[src/design/page_frame_allocator_refcount_unit_assert.svh]
// Assertion macros for the page frame allocator.
`ifndef PAGE_FRAME_ALLOCATOR_REFCOUNT_UNIT_ASSERT_SVH
`define PAGE_FRAME_ALLOCATOR_REFCOUNT_UNIT_ASSERT_SVH
`ifndef NO_ASSERTIONS
`define PFA_ASSERT(label, clk, rst, prop) \
   label: assert property (@(posedge clk) disable iff (rst) prop) \
      else $error("page frame allocator assertion failed");
`define PFA_ASSERT_NR(label, clk, prop) \
   label: assert property (@(posedge clk) prop) \
      else $error("page frame allocator assertion failed");
`else
`define PFA_ASSERT(label, clk, rst, prop)
`define PFA_ASSERT_NR(label, clk, prop)
`endif
`endif

[src/design/pfa_pkg.sv]
`timescale 1ns / 1ps
`default_nettype none

package pfa_pkg;

   localparam int NUM_PAGES_DEF  = 16384;
   localparam int PAGE_SHIFT_DEF = 12;
   localparam int COUNT_BITS_DEF = 16;

   localparam int ADDR_W     = 32;
   localparam int OP_W       = 2;
   localparam int ST_W       = 3;
   localparam int REF_W      = 16;
   localparam int START_W    = 14;
   localparam int WORD_BITS  = 32;
   localparam int OFF_W      = 5;
   localparam int CSR_IDX_W  = 8;
   localparam int CSR_DATA_W = 32;

   localparam logic [OP_W-1:0] OP_ALLOC = 2'd0;
   localparam logic [OP_W-1:0] OP_FREE  = 2'd1;
   localparam logic [OP_W-1:0] OP_MARK  = 2'd2;
   localparam logic [OP_W-1:0] OP_QUERY = 2'd3;

   localparam logic [ST_W-1:0] ST_OK        = 3'd0;
   localparam logic [ST_W-1:0] ST_NO_FRAME  = 3'd1;
   localparam logic [ST_W-1:0] ST_RANGE     = 3'd2;
   localparam logic [ST_W-1:0] ST_NOT_ALLOC = 3'd3;
   localparam logic [ST_W-1:0] ST_FLOOR     = 3'd4;
   localparam logic [ST_W-1:0] ST_COUNT     = 3'd5;

   localparam logic [CSR_IDX_W-1:0] CSR_ALLOC_START = 8'd0;
   localparam logic [CSR_IDX_W-1:0] CSR_FREE_FLOOR  = 8'd1;

   typedef struct packed {
      logic [OP_W-1:0]   op;
      logic [ADDR_W-1:0] byte_addr;
   } req_type;

   typedef struct packed {
      logic [ST_W-1:0]   status;
      logic [ADDR_W-1:0] frame_addr;
      logic              released;
      logic [REF_W-1:0]  ref_count;
      logic              in_use;
   } rsp_type;

endpackage

`default_nettype wire

[src/design/pfa_first_free.sv]
`timescale 1ns / 1ps
`default_nettype none

module pfa_first_free #(
   parameter int NUM_PAGES = pfa_pkg::NUM_PAGES_DEF,
   parameter int WORD_W    = 9
) (
   input  logic [pfa_pkg::WORD_BITS-1:0] word,
   input  logic [WORD_W-1:0]             word_idx,
   input  logic                          first,
   input  logic [pfa_pkg::OFF_W-1:0]     start_off,
   output logic                          found,
   output logic [pfa_pkg::OFF_W-1:0]     offset
);
   import pfa_pkg::*;

   logic [WORD_BITS-1:0] cand;
   logic [WORD_BITS-1:0] lowest;

   always_comb begin
      logic [ADDR_W-1:0] page;
      for (int i = 0; i < WORD_BITS; i++) begin
         page = (ADDR_W'(word_idx) << OFF_W) | ADDR_W'(i);
         cand[i] = !word[i] && (page < ADDR_W'(NUM_PAGES))
                   && !(first && (OFF_W'(i) < start_off));
      end
   end

   // isolate lowest free bit
   assign lowest = cand & (~cand + WORD_BITS'(1));
   assign found  = |cand;

   always_comb begin
      offset = '0;
      for (int i = 0; i < WORD_BITS; i++) begin
         if (lowest[i]) begin
            offset = offset | OFF_W'(i);
         end
      end
   end

endmodule

`default_nettype wire
[config.mk]
export PLATFORM = sky130hd
export DESIGN_NAME = pfa_first_free
export DESIGN_NICKNAME = d
export VERILOG_FILES = /design/src/design/page_frame_allocator_refcount_unit_assert.svh /design/src/design/pfa_pkg.sv /design/src/design/pfa_first_free.sv
export SDC_FILE = /design/constraint.sdc
export NUM_CORES = 1
export LEC_CHECK = 0
export ABC_CLOCK_PERIOD_IN_PS = 4600
export BUFFER_PORTS_ARGS = -buffer_cell sky130_fd_sc_hd__buf_2
export CORE_UTILIZATION = 45
export DETAILED_ROUTE_END_ITERATION = 16
export PLACE_DENSITY = 0.86
export SETUP_SLACK_MARGIN = 0.05
export SYNTH_ARGS = -nofsm -noshare
export SYNTH_HDL_FRONTEND = slang
export SYNTH_SLANG_ARGS = --single-unit
[constraint.sdc]
create_clock -name vclk -period 4.6
set_input_delay 0.92 -clock vclk [all_inputs]
set_output_delay 0.92 -clock vclk [all_outputs]
set_load 0.1 [all_outputs]
==> metrics.txt <==
PostCTS Resize Cnt 0; placed inst area 1440 sq um; Worst path top cell family by delay compound AO/OA/AOI/OAI gates; Tot GR Track Use 28.2%; initial antenna violation count 0; Startpoint Class primary input; setup bufs post-CTS 0; Slowest cell on crit path a2111oi_0; pin count of the biggest net entering global routing 24; # DRC 0; worst rel slew slack 52.1%; Post-Syn Area 1200 sq um; share of the synthesized area in the top cell type 8.73%; fin. max-slew vios 0; FF/Latch Area 0 sq um; MaxCap Viol Count 0; Core Rows 18; Seq cells 0; nature of the critical path endpoint output pin; leakage 0.605 nW; Least-Margin Pin Slew 700 ps; Post-CTS Hold Buffers 0; Worst EP arrival 3370 ps; router iterations before antenna repair 4; PwrDens 117 nW/um^2; Final Cycle Share 93.2%; clkbuf count 0; via/cell ratio 6.55; design area 1440 sq um; Yosys cell types 57; CP Cell Sequence buf_2, and3_1, a21oi_1, a2111o_1, a2111oi_0, nand2_1, nand4_1, buf_12; Synth area leader nand2_1; Final Util 57.7%; RSZ-0062 raised after global routing no; Post-DRT Antenna Nets 0; Nets 274; GP Congestion 0.947; critical path data required time 3680 ps; # setup viols final 0; first-pass GRT wire length 6330 um; slowest stage delay, CP 640 ps; number of global-route vias before repair 1492; Top Ports 53; synth warn 0; layout cells sized above 1 25.3%; status finished, final reports clean; core area 2500 sq um; initial core utilization 48.1%; Hold WS 2310 ps; Synth Net Count 241; Worst IR Drop VDD 0.102 mV; Vias 1671; Die X 53.7 um; area delta synth->final 19.8%; Antenna diodes 0; post-synthesis cell count 194; worst hold path type in -> out; chip height 53.7 um; top cells by count, synth nand2_1, a21oi_1, o21ai_0, nor2_1; Syn Area/Cell 6.20 sq um; highest clock rate 233 MHz; overflow left after global routing 0; drt initial violations 71; final WL 3740 um; IO Port Bufs 44; worst-path fanout max 20; die area 2890 sq um; sequential area share after synthesis 0%; dpl hpwl 2880 um; Critical path buffers and inverters 2; TNS Setup 0 ps; Synth area leaders nand2_1, a21oi_1, o21ai_0, buf_4, a21o_1; CP Class in -> out; Tmin final 4290 ps; most frequent cell after synthesis nand2_1; Wirelength per Cell 14.7 um; Fin. Hold Viols 0
-- tightest hold or removal path: cells and delay by family --
kind / cells / cell delay (ps)
buffers and inverters: 2 / 390
AND/OR/NAND/NOR: 1 / 80
-- per-layer routing --
metal / global-route usage, % / vias up / wire length (um)
met5: 0 / - / 0
met2: 51.2 / 97 / 1760
met4: 3.51 / 0 / 43
met1: 37.3 / 744 / 1570
li1: - / 826 / -
met3: 0.565 / 4 / 362
-- power by group --
group	internal (mW)	switching [mW]	leakage [nW]	total [mW]
sequential	0	0	0	0
combinational	0.0619	0.107	0.605	0.169
clock	0	0	0	0
total	0.0619	0.107	0.605	0.169
-- cell families (layout without fill, tap and decap cells) --
family / Yosys count / after routing / share of synthesized area [%]
buf+inv: 22 / 53 / 11.0
mux: 1 / 1 / 0.935
simple gates: 82 / 82 / 36.6
compound gates: 89 / 89 / 51.5
-- cell usage in the layout, fill, tap and decap left out, types with 5 or more instances in the layout --
cell type  synthesis  layout
a21o_1             6       6
a21oi_1           19      19
buf_12             0       5
buf_2              4      39
inv_1              8       8
nand2_1           28      28
nand3_1            8       8
nand4_1            5       5
nor2_1            10      10
nor3_1             5       5
o21ai_0           13      13
-- final cells by class --
type                       count  area (sq um)
multi-input combinational    172          1070
fill                         271          1060
timing repair buffer          45           303
tap                           30          37.5
inverter                       8          30.0
-- metrics by stage --
step	power, mW	cells	worst slack [ps]
2_1_floorplan	0.115	194	319
3_3_place_gp	0.164	255	401
3_5_place_dp	0.166	255	379
4_1_cts	0.167	255	379
5_1_grt	0.183	255	65.5
6_report	0.169	255	314
-- final timing paths --
path,from,endpoint,slack (ps),cells after the start
worst max-delay path,start_off[3],offset[3],310,8
worst min-delay path,word[31],found,2310,3
Power figures use the tool's default switching activity.
